File: src/rtl/j1939_pgn_field_decoder_unit_macros.svh
// Assertion macros shared by the PGN decoder RTL.
// Depends on nothing; included by the modules that check their own logic.
`ifndef J1939_PGN_FIELD_DECODER_UNIT_MACROS_SVH
`define J1939_PGN_FIELD_DECODER_UNIT_MACROS_SVH

// Same-cycle implication, disabled while reset is asserted.
`define PGND_ASSERT_NOW(lbl, clk, rst_n, ante, cons) \
	lbl: assert property (@(posedge clk) disable iff (!rst_n) (ante) |-> (cons)) \
		else $error("pgnd assertion failed");

// Next-cycle implication, disabled while reset is asserted.
`define PGND_ASSERT_NEXT(lbl, clk, rst_n, ante, cons) \
	lbl: assert property (@(posedge clk) disable iff (!rst_n) (ante) |=> (cons)) \
		else $error("pgnd assertion failed");

`endif

File: src/rtl/pgnd_pkg.sv
// Shared types and constants of the PGN decoder: kind codes, known PGNs,
// queue entry layout and reciprocal constants. No dependencies.
`default_nettype none

package pgnd_pkg;

	// Result kinds
	typedef enum logic [2:0] {
		KIND_UNKNOWN   = 3'd0,
		KIND_ENGINE    = 3'd1,
		KIND_SPEED     = 3'd2,
		KIND_REAR_HTCH = 3'd3,
		KIND_FRNT_HTCH = 3'd4,
		KIND_REAR_PTO  = 3'd5,
		KIND_FRNT_PTO  = 3'd6,
		KIND_CURVE     = 3'd7
	} kind_t;

	// Known parameter groups
	localparam logic [15:0] PGN_ENGINE_SPEED = 16'd61444;
	localparam logic [15:0] PGN_WHEEL_SPEED  = 16'd65096;
	localparam logic [15:0] PGN_REAR_HITCH   = 16'd65093;
	localparam logic [15:0] PGN_FRONT_HITCH  = 16'd65094;
	localparam logic [15:0] PGN_REAR_PTO     = 16'd65091;
	localparam logic [15:0] PGN_FRONT_PTO    = 16'd65092;
	localparam logic [15:0] PGN_CURVATURE    = 16'hAC00;
	localparam logic [7:0]  PDU2_THRESHOLD   = 8'hEF;

	// Curvature offset in quarter units
	localparam logic [16:0] CURVE_OFFSET_Q = 17'd32128;

	// x/1000 = (x * RECIP_1000) >> 26, exact for 16-bit x
	localparam logic [16:0] RECIP_1000 = 17'd67109;
	localparam int          SHIFT_1000 = 26;
	// x/255 = (x * RECIP_255) >> 23, exact for x below 66052
	localparam logic [16:0] RECIP_255  = 17'd32897;
	localparam int          SHIFT_255  = 23;

	// Queue depth between classifier and value unit
	localparam int QDEPTH = 2;

	typedef struct packed {
		logic [15:0] pgn;
		kind_t       kind;
		logic [15:0] operand;
	} pgnd_entry_t;

endpackage

`default_nettype wire

File: src/rtl/pgnd_if.sv
// Valid/ready channel interfaces of the PGN decoder: received frame in,
// decoded result out. No dependencies.
`default_nettype none

interface pgnd_in_if;
	logic        valid;
	logic        ready;
	logic [28:0] frame_id;
	logic [7:0]  byte0;
	logic [7:0]  byte1;
	logic [7:0]  byte2;
	logic [7:0]  byte3;
	logic [7:0]  byte4;

	modport source (output valid, frame_id, byte0, byte1, byte2, byte3, byte4,
		input ready);
	modport sink (input valid, frame_id, byte0, byte1, byte2, byte3, byte4,
		output ready);
endinterface

interface pgnd_out_if;
	logic               valid;
	logic               ready;
	logic [15:0]        pgn;
	logic [2:0]         kind;
	logic signed [16:0] value;

	modport source (output valid, pgn, kind, value, input ready);
	modport sink (input valid, pgn, kind, value, output ready);
endinterface

`default_nettype wire

File: src/rtl/pgnd_front.sv
// Front end: accepts received frames, derives the PGN, classifies the kind
// and selects the raw operand. Uses pgnd_pkg and pgnd_in_if.
`default_nettype none

module pgnd_front
	import pgnd_pkg::*;
(
	pgnd_in_if.sink     in_ch,
	input  wire logic   q_full,
	output pgnd_entry_t push_entry,
	output logic        push
);

	logic [7:0]  pf;
	logic [15:0] pgn;
	logic [15:0] raw01;
	logic [15:0] raw34;

	// Beat is taken whenever the queue has room
	assign in_ch.ready = !q_full;
	assign push        = in_ch.valid && !q_full;

	// PGN derivation: PDU2 keeps the group extension, PDU1 drops destination
	assign pf    = in_ch.frame_id[23:16];
	assign pgn   = (pf > PDU2_THRESHOLD) ? in_ch.frame_id[23:8] : {pf, 8'h00};
	assign raw01 = {in_ch.byte1, in_ch.byte0};
	assign raw34 = {in_ch.byte4, in_ch.byte3};

	// Classification and operand select
	always_comb begin
		push_entry.pgn     = pgn;
		push_entry.kind    = KIND_UNKNOWN;
		push_entry.operand = '0;
		case (pgn)
			PGN_ENGINE_SPEED: begin
				push_entry.kind    = KIND_ENGINE;
				push_entry.operand = raw34;
			end
			PGN_WHEEL_SPEED: begin
				push_entry.kind    = KIND_SPEED;
				push_entry.operand = raw01;
			end
			PGN_REAR_HITCH: begin
				push_entry.kind    = KIND_REAR_HTCH;
				push_entry.operand = {8'h00, in_ch.byte0};
			end
			PGN_FRONT_HITCH: begin
				push_entry.kind    = KIND_FRNT_HTCH;
				push_entry.operand = {8'h00, in_ch.byte0};
			end
			PGN_REAR_PTO: begin
				push_entry.kind    = KIND_REAR_PTO;
				push_entry.operand = raw01;
			end
			PGN_FRONT_PTO: begin
				push_entry.kind    = KIND_FRNT_PTO;
				push_entry.operand = raw01;
			end
			PGN_CURVATURE: begin
				push_entry.kind    = KIND_CURVE;
				push_entry.operand = raw01;
			end
			default: begin
				push_entry.kind    = KIND_UNKNOWN;
				push_entry.operand = '0;
			end
		endcase
	end

endmodule

`default_nettype wire

File: src/rtl/pgnd_queue.sv
// Two-entry queue between the classifier and the value unit.
// Uses pgnd_pkg and the assertion macros header.
`default_nettype none

module pgnd_queue
	import pgnd_pkg::*;
(
	input  wire logic        clk,
	input  wire logic        arst_n,
	input  wire logic        push,
	input  pgnd_entry_t      push_entry,
	input  wire logic        pop,
	output logic             full,
	output logic             not_empty,
	output pgnd_entry_t      head
);

	`include "j1939_pgn_field_decoder_unit_macros.svh"

	localparam int PW = $clog2(QDEPTH);
	localparam int CW = $clog2(QDEPTH + 1);

	pgnd_entry_t     mem_q [QDEPTH];
	logic [PW-1:0]   wr_ptr_q;
	logic [PW-1:0]   rd_ptr_q;
	logic [CW-1:0]   cnt_q;

	assign full      = (cnt_q == CW'(QDEPTH));
	assign not_empty = (cnt_q != '0);
	assign head      = mem_q[rd_ptr_q];

	// Pointers and fill count
	always_ff @(posedge clk or negedge arst_n) begin
		if (!arst_n) begin
			wr_ptr_q <= '0;
			rd_ptr_q <= '0;
			cnt_q    <= '0;
		end else begin
			if (push) begin
				wr_ptr_q <= (wr_ptr_q == PW'(QDEPTH - 1)) ? '0 : wr_ptr_q + 1'b1;
			end
			if (pop) begin
				rd_ptr_q <= (rd_ptr_q == PW'(QDEPTH - 1)) ? '0 : rd_ptr_q + 1'b1;
			end
			case ({push, pop})
				2'b10:   cnt_q <= cnt_q + CW'(1);
				2'b01:   cnt_q <= cnt_q - CW'(1);
				default: cnt_q <= cnt_q;
			endcase
		end
	end

	// Storage
	always_ff @(posedge clk) begin
		if (push) begin
			mem_q[wr_ptr_q] <= push_entry;
		end
	end

	`PGND_ASSERT_NOW(a_no_overflow, clk, arst_n, push, !full || pop)
	`PGND_ASSERT_NOW(a_no_underflow, clk, arst_n, pop, not_empty)
	`PGND_ASSERT_NEXT(a_count_track, clk, arst_n, push && !pop, cnt_q == $past(cnt_q) + CW'(1))

endmodule

`default_nettype wire

File: src/rtl/pgnd_back.sv
// Value unit: two-stage pipeline that scales the operand by kind and holds
// the result for the output channel. Uses pgnd_pkg, pgnd_out_if, macros.
`default_nettype none

module pgnd_back
	import pgnd_pkg::*;
(
	input  wire logic        clk,
	input  wire logic        arst_n,
	input  wire logic        q_valid,
	input  pgnd_entry_t      q_head,
	output logic             pop,
	pgnd_out_if.source       out_ch
);

	`include "j1939_pgn_field_decoder_unit_macros.svh"

	logic               valid_s1;
	pgnd_entry_t        ent_s1;
	logic [32:0]        prod_s1;
	logic               valid_s2;
	logic [15:0]        pgn_s2;
	kind_t              kind_s2;
	logic signed [16:0] value_s2;

	logic               adv_s1;
	logic               load_s1;
	logic [14:0]        pct100;
	logic [15:0]        mul_a;
	logic [16:0]        mul_b;
	logic [6:0]         q1000;
	logic [11:0]        speed;
	logic [16:0]        value_nx;

	// Handshake through the two stages
	assign adv_s1  = valid_s1 && (!valid_s2 || out_ch.ready);
	assign load_s1 = !valid_s1 || adv_s1;
	assign pop     = q_valid && load_s1;

	// Stage 1 operands: one shared constant multiplier
	assign pct100 = {1'b0, q_head.operand[7:0], 6'b0} + {2'b0, q_head.operand[7:0], 5'b0}
		+ {5'b0, q_head.operand[7:0], 2'b0};
	always_comb begin
		case (q_head.kind)
			KIND_SPEED: begin
				mul_a = q_head.operand;
				mul_b = RECIP_1000;
			end
			default: begin
				mul_a = {1'b0, pct100};
				mul_b = RECIP_255;
			end
		endcase
	end

	always_ff @(posedge clk or negedge arst_n) begin
		if (!arst_n) begin
			valid_s1 <= 1'b0;
		end else if (load_s1) begin
			valid_s1 <= q_valid;
		end
	end

	always_ff @(posedge clk) begin
		if (pop) begin
			ent_s1  <= q_head;
			prod_s1 <= 33'(mul_a) * 33'(mul_b);
		end
	end

	// Stage 2: final scaling per kind
	assign q1000 = prod_s1[SHIFT_1000 +: 7];
	assign speed = {q1000, 5'b0} + {3'b0, q1000, 2'b0};

	always_comb begin
		case (ent_s1.kind)
			KIND_ENGINE, KIND_REAR_PTO, KIND_FRNT_PTO:
				value_nx = {4'b0, ent_s1.operand[15:3]};
			KIND_SPEED:
				value_nx = {5'b0, speed};
			KIND_REAR_HTCH, KIND_FRNT_HTCH:
				value_nx = {10'b0, prod_s1[SHIFT_255 +: 7]};
			KIND_CURVE:
				value_nx = {1'b0, ent_s1.operand} - CURVE_OFFSET_Q;
			default:
				value_nx = '0;
		endcase
	end

	always_ff @(posedge clk or negedge arst_n) begin
		if (!arst_n) begin
			valid_s2 <= 1'b0;
		end else if (!valid_s2 || out_ch.ready) begin
			valid_s2 <= valid_s1;
		end
	end

	always_ff @(posedge clk) begin
		if (adv_s1) begin
			pgn_s2   <= ent_s1.pgn;
			kind_s2  <= ent_s1.kind;
			value_s2 <= signed'(value_nx);
		end
	end

	assign out_ch.valid = valid_s2;
	assign out_ch.pgn   = pgn_s2;
	assign out_ch.kind  = kind_s2;
	assign out_ch.value = value_s2;

	`PGND_ASSERT_NOW(a_unknown_zero, clk, arst_n, valid_s2 && kind_s2 == KIND_UNKNOWN,
		value_s2 == '0)
	`PGND_ASSERT_NOW(a_speed_range, clk, arst_n, valid_s2 && kind_s2 == KIND_SPEED,
		value_s2 <= 17'sd2340)
	`PGND_ASSERT_NOW(a_hitch_range, clk, arst_n,
		valid_s2 && (kind_s2 == KIND_REAR_HTCH || kind_s2 == KIND_FRNT_HTCH),
		value_s2 <= 17'sd100)

endmodule

`default_nettype wire

File: src/rtl/j1939_pgn_field_decoder_unit.sv
// Top level of the J1939 PGN decoder: classifier, queue and value unit.
// Uses pgnd_pkg, pgnd_if, pgnd_front, pgnd_queue, pgnd_back.
//
// One received frame (29-bit extended identifier plus payload bytes 0..4)
// is taken per beat and yields exactly one result: the derived PGN, a kind
// code (0 when the group is not known) and the scaled value. A frame may be
// offered every cycle and one result leaves every cycle while the sink keeps
// ready high. On its way to the output, each classified beat is registered
// in the two-entry queue, then in the stage with the shared constant
// multiplier that handles the /1000 and /255 scalings, after which the
// output register presents the result. There is no configuration and no
// state beyond the pipeline; reset only empties the queue and the stages.
`default_nettype none

module j1939_pgn_field_decoder_unit
	import pgnd_pkg::*;
(
	input  wire logic  clk,
	input  wire logic  arst_n,
	pgnd_in_if.sink    in_ch,
	pgnd_out_if.source out_ch
);

	pgnd_entry_t push_entry;
	pgnd_entry_t head;
	logic        push;
	logic        pop;
	logic        full;
	logic        not_empty;

	// Classify incoming frames
	pgnd_front u_front (
		.in_ch      (in_ch),
		.q_full     (full),
		.push_entry (push_entry),
		.push       (push)
	);

	// Decouple classifier from value unit
	pgnd_queue u_queue (
		.clk        (clk),
		.arst_n     (arst_n),
		.push       (push),
		.push_entry (push_entry),
		.pop        (pop),
		.full       (full),
		.not_empty  (not_empty),
		.head       (head)
	);

	// Scale and deliver
	pgnd_back u_back (
		.clk     (clk),
		.arst_n  (arst_n),
		.q_valid (not_empty),
		.q_head  (head),
		.pop     (pop),
		.out_ch  (out_ch)
	);

endmodule

`default_nettype wire
File: src/flat_wrapper.sv
// flat-port wrapper written by rule: the top's interface ports become plain ports
module j1939_pgn_field_decoder_unit_flat import pgnd_pkg::*;
  (clk, arst_n, in_ch_valid, in_ch_frame_id, in_ch_byte0, in_ch_byte1, in_ch_byte2, in_ch_byte3, in_ch_byte4, in_ch_ready, out_ch_valid, out_ch_pgn, out_ch_kind, out_ch_value, out_ch_ready);
  pgnd_in_if in_ch_i ();
  pgnd_out_if out_ch_i ();
  input  wire logic clk;
  input  wire logic arst_n;
  input wire logic [$bits(in_ch_i.valid)-1:0] in_ch_valid;
  input wire logic [$bits(in_ch_i.frame_id)-1:0] in_ch_frame_id;
  input wire logic [$bits(in_ch_i.byte0)-1:0] in_ch_byte0;
  input wire logic [$bits(in_ch_i.byte1)-1:0] in_ch_byte1;
  input wire logic [$bits(in_ch_i.byte2)-1:0] in_ch_byte2;
  input wire logic [$bits(in_ch_i.byte3)-1:0] in_ch_byte3;
  input wire logic [$bits(in_ch_i.byte4)-1:0] in_ch_byte4;
  output wire logic [$bits(in_ch_i.ready)-1:0] in_ch_ready;
  output wire logic [$bits(out_ch_i.valid)-1:0] out_ch_valid;
  output wire logic [$bits(out_ch_i.pgn)-1:0] out_ch_pgn;
  output wire logic [$bits(out_ch_i.kind)-1:0] out_ch_kind;
  output wire logic [$bits(out_ch_i.value)-1:0] out_ch_value;
  input wire logic [$bits(out_ch_i.ready)-1:0] out_ch_ready;
  assign in_ch_i.valid = in_ch_valid;
  assign in_ch_i.frame_id = in_ch_frame_id;
  assign in_ch_i.byte0 = in_ch_byte0;
  assign in_ch_i.byte1 = in_ch_byte1;
  assign in_ch_i.byte2 = in_ch_byte2;
  assign in_ch_i.byte3 = in_ch_byte3;
  assign in_ch_i.byte4 = in_ch_byte4;
  assign in_ch_ready = in_ch_i.ready;
  assign out_ch_valid = out_ch_i.valid;
  assign out_ch_pgn = out_ch_i.pgn;
  assign out_ch_kind = out_ch_i.kind;
  assign out_ch_value = out_ch_i.value;
  assign out_ch_i.ready = out_ch_ready;
  j1939_pgn_field_decoder_unit u_core (.clk(clk), .arst_n(arst_n), .in_ch(in_ch_i), .out_ch(out_ch_i));
endmodule
File: config.mk
export PLATFORM = sky130hd
export DESIGN_NAME = j1939_pgn_field_decoder_unit_flat
export DESIGN_NICKNAME = d
export VERILOG_FILES = /design/src/rtl/pgnd_pkg.sv /design/src/rtl/pgnd_if.sv /design/src/rtl/pgnd_front.sv /design/src/rtl/pgnd_queue.sv /design/src/rtl/pgnd_back.sv /design/src/rtl/j1939_pgn_field_decoder_unit.sv /design/src/flat_wrapper.sv
export VERILOG_INCLUDE_DIRS = /design/src /design/src/rtl
export SDC_FILE = /design/constraint.sdc
export NUM_CORES = 1
export LEC_CHECK = 0
export BUFFER_PORTS_ARGS = -buffer_cell sky130_fd_sc_hd__buf_2
export CORE_MARGIN = 4
export CORE_UTILIZATION = 45
export CTS_BUF_LIST = sky130_fd_sc_hd__clkbuf_4 sky130_fd_sc_hd__clkbuf_8
export CTS_CLUSTER_SIZE = 25
export DETAILED_ROUTE_END_ITERATION = 8
export PLACE_DENSITY = 0.63
export SLEW_MARGIN = 20
export SYNTH_ARGS = -nofsm -noshare
export SYNTH_HDL_FRONTEND = slang
export SYNTH_SLANG_ARGS = --single-unit
File: constraint.sdc
create_clock -name clk -period 11.5 [get_ports clk]
set_input_delay 1.15 -clock clk [delete_from_list [all_inputs] [get_ports clk]]
set_output_delay 1.15 -clock clk [all_outputs]
set_load 0.01 [all_outputs]
# Yosys cells after proc, flatten, opt, wreduce, memory -nomap -nowiden
# Memories as Yosys holds them, arrays and structs flattened.
# Cells that the tools add are included.
[word_totals]
ramBits = 70
inputBits = 73
reg_bits = 110
n_memories = 1
[classes]
n_lt_le_gt_ge = 1
reduce_logical = 12
add_sub_neg = 8
mux = 10
multipliers = 1
n_eq_ne = 18
[memory_table]
columns = ["memory", "words", "width", "read_ports", "rd_ports_with_merged_regs", "wr", "line", "rtl"]
rows = [
  ["u_core.u_queue.mem_q", 2, 35, 1, 0, 1, "pgnd_queue.sv:23", "pgnd_entry_t mem_q [QDEPTH];"],
]
[op_table]
columns = ["operator", "n"]
rows = [
  ["case mux 19 bit (7 select lines)", 1],
  ["== test 16 bit, second input constant", 7],
  ["case mux 17 bit (4 select lines)", 1],
  ["multiplier 16 x 17 -> 33 bit", 1],
  ["2-to-1 mux 17 bit", 1],
  ["subtractor 16 x 15 -> 17 bit, second input constant", 1],
  ["2-to-1 mux 16 bit", 1],
  ["adder 14 x 13 -> 15 bit", 1],
  ["adder 15 x 10 -> 15 bit", 1],
  ["adder 12 x 9 -> 12 bit", 1],
  ["== test 3 bit, second input constant", 4],
  ["== test 3 x 2 -> 1 bit, second input constant", 3],
  ["greater-than comparator 8 bit, second input constant", 1],
  ["2-to-1 mux 8 bit", 1],
  ["== test 2 bit, second input constant", 2],
  ["2-to-1 mux 1 bit", 4],
  ["case mux 2 bit (2 select lines)", 1],
  ["nonzero test 2 bit", 2],
  ["== test 3 x 1 -> 1 bit, second input constant", 1],
  ["logical AND 1 bit", 3],
  ["zero test 1 bit", 3],
  ["OR reduction 3 bit", 1],
  ["adder 1 bit, second input constant", 2],
  ["adder 2 x 1 -> 2 bit, second input constant", 1],
  ["4 further kinds", 5],
]

# Longest topological paths before layout
[logic_depth]
ltp_word = 7
depth_mapped = 32

# Hierarchy
# A second synthesis with hierarchy kept.
[hier_totals]
hier_cells = 996
area_unflattened_um2 = 11766.3
[by_module_without_submodules]
columns = ["mod", "n_inst", "area_per_inst_um2", "seq_area_each_um2", "cells_per_inst"]
rows = [
  ["pgnd_back", 1, 8270.4, 2482.4, 778],
  ["pgnd_queue", 1, 2862.7, 2202.1, 125],
  ["pgnd_front", 1, 633.1, 0.0, 93],
]

# Least setup slack after synthesis
# Ideal clock, no wire load.
[synth_path]
path_type = "register to register"
start = "register u_core.u_queue.rd_ptr_q"
end = "register u_core.u_back.prod_s1[31] (data pin)"
t_arrival_ns = 7.699
setup_ns = 0.259
n_path_buf = 2
slack_ns = 3.542
t_required_ns = 11.241
path_stages_with_launch = 32
path_cell_list = "dfrtp_1 > buf_6 > buf_1 > mux2i_1 > inv_1 > fa_1 > ha_1 > inv_1 > fa_1 > nor2b_1 > o21ai_0 > a21oi_1 > o21a_1 > o21ai_0 > a21bo_2 > a21o_1 > fa_1 > inv_1 > fa_1 > inv_1 > fa_1 > inv_1 > fa_1 > ha_1 > ha_1 > and4_1 > a21boi_1 > a211oi_1 > nor2_1 > a2111oi_2 > a211oi_2 > o31a_1"
[synth_lines]
columns = ["item", "line", "rtl"]
rows = [
  ["start: declaration", "pgnd_queue.sv:25", "logic [PW-1:0] rd_ptr_q;"],
  ["start signal: assignment", "pgnd_queue.sv:43", "rd_ptr_q <= (rd_ptr_q == PW'(QDEPTH - 1)) ? '0 : rd_ptr_q + 1'b1;"],
  ["end signal: assignment", "pgnd_back.sv:67", "prod_s1 <= 33'(mul_a) * 33'(mul_b);"],
  ["end: declaration", "pgnd_back.sv:20", "logic [32:0] prod_s1;"],
]

==> run summary <==
CP bufs+invs = 6
WL final = 21.9 mm
Synth Area in Simple Gates = 7.71%
max frequency = 0.114 GHz
crit path max fanout = 38
Routed WL per cell = 16.1 um
worst slew pin tran = 1.05 ns
Synth Area in Adders = 29.6%
DIE AREA = 27200 um2
Core Region = 24200 um2
# fillers = 2192
Synth Area per Inst = 12.1 um2
Post-synth ARST share = 3.82%
die height = 165 um
status = finished clean
clock buffer depth = 2
share of cells above drive strength 1 = 16.8%
I/O Buffers = 89
WP data required = 11.71 ns
Routability Congestion = 0.829
slew margin rel. = 28.0%
initial DRC count = 436
vias per cell = 5.07
Arrival @ worst endpoint = 9.00 ns
grt ovf = 0
Initial Util = 45.6%
CTS tree = built
number of gates resized after CTS = 0
pre-CTS setup slack = 2.77 ns
hpwl dp = 17.5 mm
worst clock skew = 0.0131 ns
library cells used by synthesis = 60
clock root cell = clkbuf_8
Tmin final = 8.79 ns
final hold violation count = 0
most used cell, CP = fa_1
pin count of the biggest net entering global routing = 48
final period utilization = 76.5%
FP Rows = 57
Setup TNS Final = 0 ns
Mapped Area = 11100 um2
initial antenna violation count = 1
Slew Viols, Final = 0
H-tree levels = 4
WS Path Type = reg -> reg
CP max stage delay = 0.73 ns
clock slew at reported path FFs = 0.10 ns
Hold/Removal Path Class = reg -> reg
drt first pass iters = 5
XOR/XNOR Fraction of Synth Area = 2.06%
die width = 165 um
Setup Viol. Count Final = 0
largest family of logic cells by synthesized area = adder cells
gr usage total = 17.1%
final layout net count = 1322
Seq/Total Area, Yosys = 42.3%
RSZ-0062 raised after global routing = no
Crit. End Element = flop
count of hold-fix buffers inserted at cts = 0
Mapped Cells = 912
Num CTS Buffers = 17
Setup Fix Bufs, Post-CTS = 0
main flop type after synthesis = edfxtp_1
vias in the first global route = 7061
Final WS setup = 2.71 ns
CP Launch Type = flop
drc violations = 0
Top delay family on crit path = adder cells
first-pass GRT wire length = 35.8 mm
Sink Count = 157
complex-gate fraction of the synthesized area = 8.49%
Synth Warn # = 0
Post-synth EDFFs = 151
vias = 6932
worst skew pair latency = 0.45 ns
CP max stage cell = mux2i_1
final antenna diode count = 0
Final ANT Viol Nets = 0
Max Cap Viol = 0
synthesis-to-finish area growth = 12.2%
num ports = 111
FF+latch count, synth = 157
mux contribution to synthesized area = 3.82%
==> cells in the mapped netlist, types with 7 or more instances <==
| library cell | count | area [um2] |
|---|---|---|
| a222oi_1 | 7 | 70.1 |
| nor2_1 | 37 | 139 |
| mux2_2 | 28 | 315 |
| and2_1 | 16 | 100 |
| edfxtp_1 | 151 | 4530 |
| a22o_1 | 25 | 219 |
| inv_1 | 158 | 593 |
| mux2i_1 | 7 | 70.1 |
| nand3_1 | 7 | 35.0 |
| a21oi_1 | 32 | 160 |
| o21ai_0 | 20 | 100 |
| nor2b_1 | 7 | 43.8 |
| ha_1 | 151 | 1890 |
| nand2_1 | 45 | 169 |
| clkbuf_1 | 13 | 48.8 |
| xor2_1 | 16 | 140 |
| nor3_1 | 13 | 65.1 |
| xnor2_1 | 10 | 87.6 |
| a21o_1 | 8 | 60.1 |
| fa_1 | 69 | 1380 |
==> worst reg2reg max path: cells and delay by family, from the launching register on <==
family	cells	cell delay [ns]
mux	1	0.74
flops	1	0.35
fa+ha+maj	9	3.87
compound gates	11	2.22
simple gates	3	0.48
buf+inv	6	0.90
==> sequential cells by signal, summed over array words and instances (netlist names) <==
| name | count |
|---|---|
| u_core.u_queue.rd_ptr_q | 1 |
| u_core.u_back.valid_s1 | 1 |
| u_core.u_back.out_ch.pgn | 16 |
| u_core.u_back.out_ch.value | 17 |
| u_core.u_queue.mem_q | 70 |
| u_core.u_back.prod_s1 | 10 |
| u_core.u_back.out_ch.kind | 3 |
| u_core.u_queue.wr_ptr_q | 1 |
| u_core.u_queue.cnt_q | 2 |
| u_core.u_back.ent_s1 | 35 |
| u_core.u_back.out_ch.valid | 1 |
==> kinds of logic after synthesis <==
kind of cell | after synthesis
flops | 157
other cells | 2
xor+xnor | 26
buf+inv | 173
mux | 37
simple gates | 166
compound gates | 131
fa+ha+maj | 220
==> cells in the final DEF (no fill, tap or decap), drive strengths merged, types with 21 or more instances in the layout <==
master,instances
inv,165
ha,151
edfxtp,151
buf,94
fa,69
nand2,45
nor2,37
a21oi,33
mux2,29
a22o,25
o21ai,25
conb,21
==> layout make-up <==
cell class                      count  area, um2  area share (%)
Clock inverter                     15        171            1.38
Inverter                          158        593            4.78
Multi-Input combinational cell    601       5820            46.9
Clock buffer                       17        234            1.89
Tap cell                          324        405            3.27
Timing Repair Buffer               94        503            4.05
Sequential cell                   157       4690            37.8
==> routing by layer <==
layer,GRT usage (%),vias up,wire [um]
met5,0,-,0
met4,4.39,0,280
met3,2.10,18,740
met2,28.2,140,10400
met1,24.1,3351,10500
li1,-,3423,-
==> final timing paths <==
| check | from | endpoint | slack, ns | cells after the start |
|---|---|---|---|---|
| min in group asynchronous | arst_n | u_core.u_back.out_ch.valid | 0.50 | 1 |
| max in group asynchronous | arst_n | u_core.u_queue.rd_ptr_q | 10.85 | 1 |
| setup / recovery | u_core.u_queue.rd_ptr_q | u_core.u_back.prod_s1[31] | 2.71 | 30 |
| setup reg to reg | u_core.u_queue.rd_ptr_q | u_core.u_back.prod_s1[31] | 2.71 | 30 |
| hold reg to reg | u_core.u_back.ent_s1[20] | u_core.u_back.out_ch.pgn[1] | 0.42 | 0 |
| hold / removal | u_core.u_back.ent_s1[20] | u_core.u_back.out_ch.pgn[1] | 0.42 | 0 |
==> per-stage QoR <==
stage / cells / hold WS [ns] / util, % / instance area (um2)
2_1_floorplan: 931 / 0.400 / - / 11100
3_3_place_gp: 1333 / 0.401 / 49.4 / 12000
3_5_place_dp: 1333 / 0.406 / 49.4 / 12000
4_1_cts: 1365 / 0.422 / 51.1 / 12400
5_1_grt: 1366 / 0.427 / 51.2 / 12400
6_report: 1366 / 0.422 / 51.2 / 12400
Power is not shown: default switching activity piles up to over one toggle a cycle in this logic, so the estimate is an artifact.
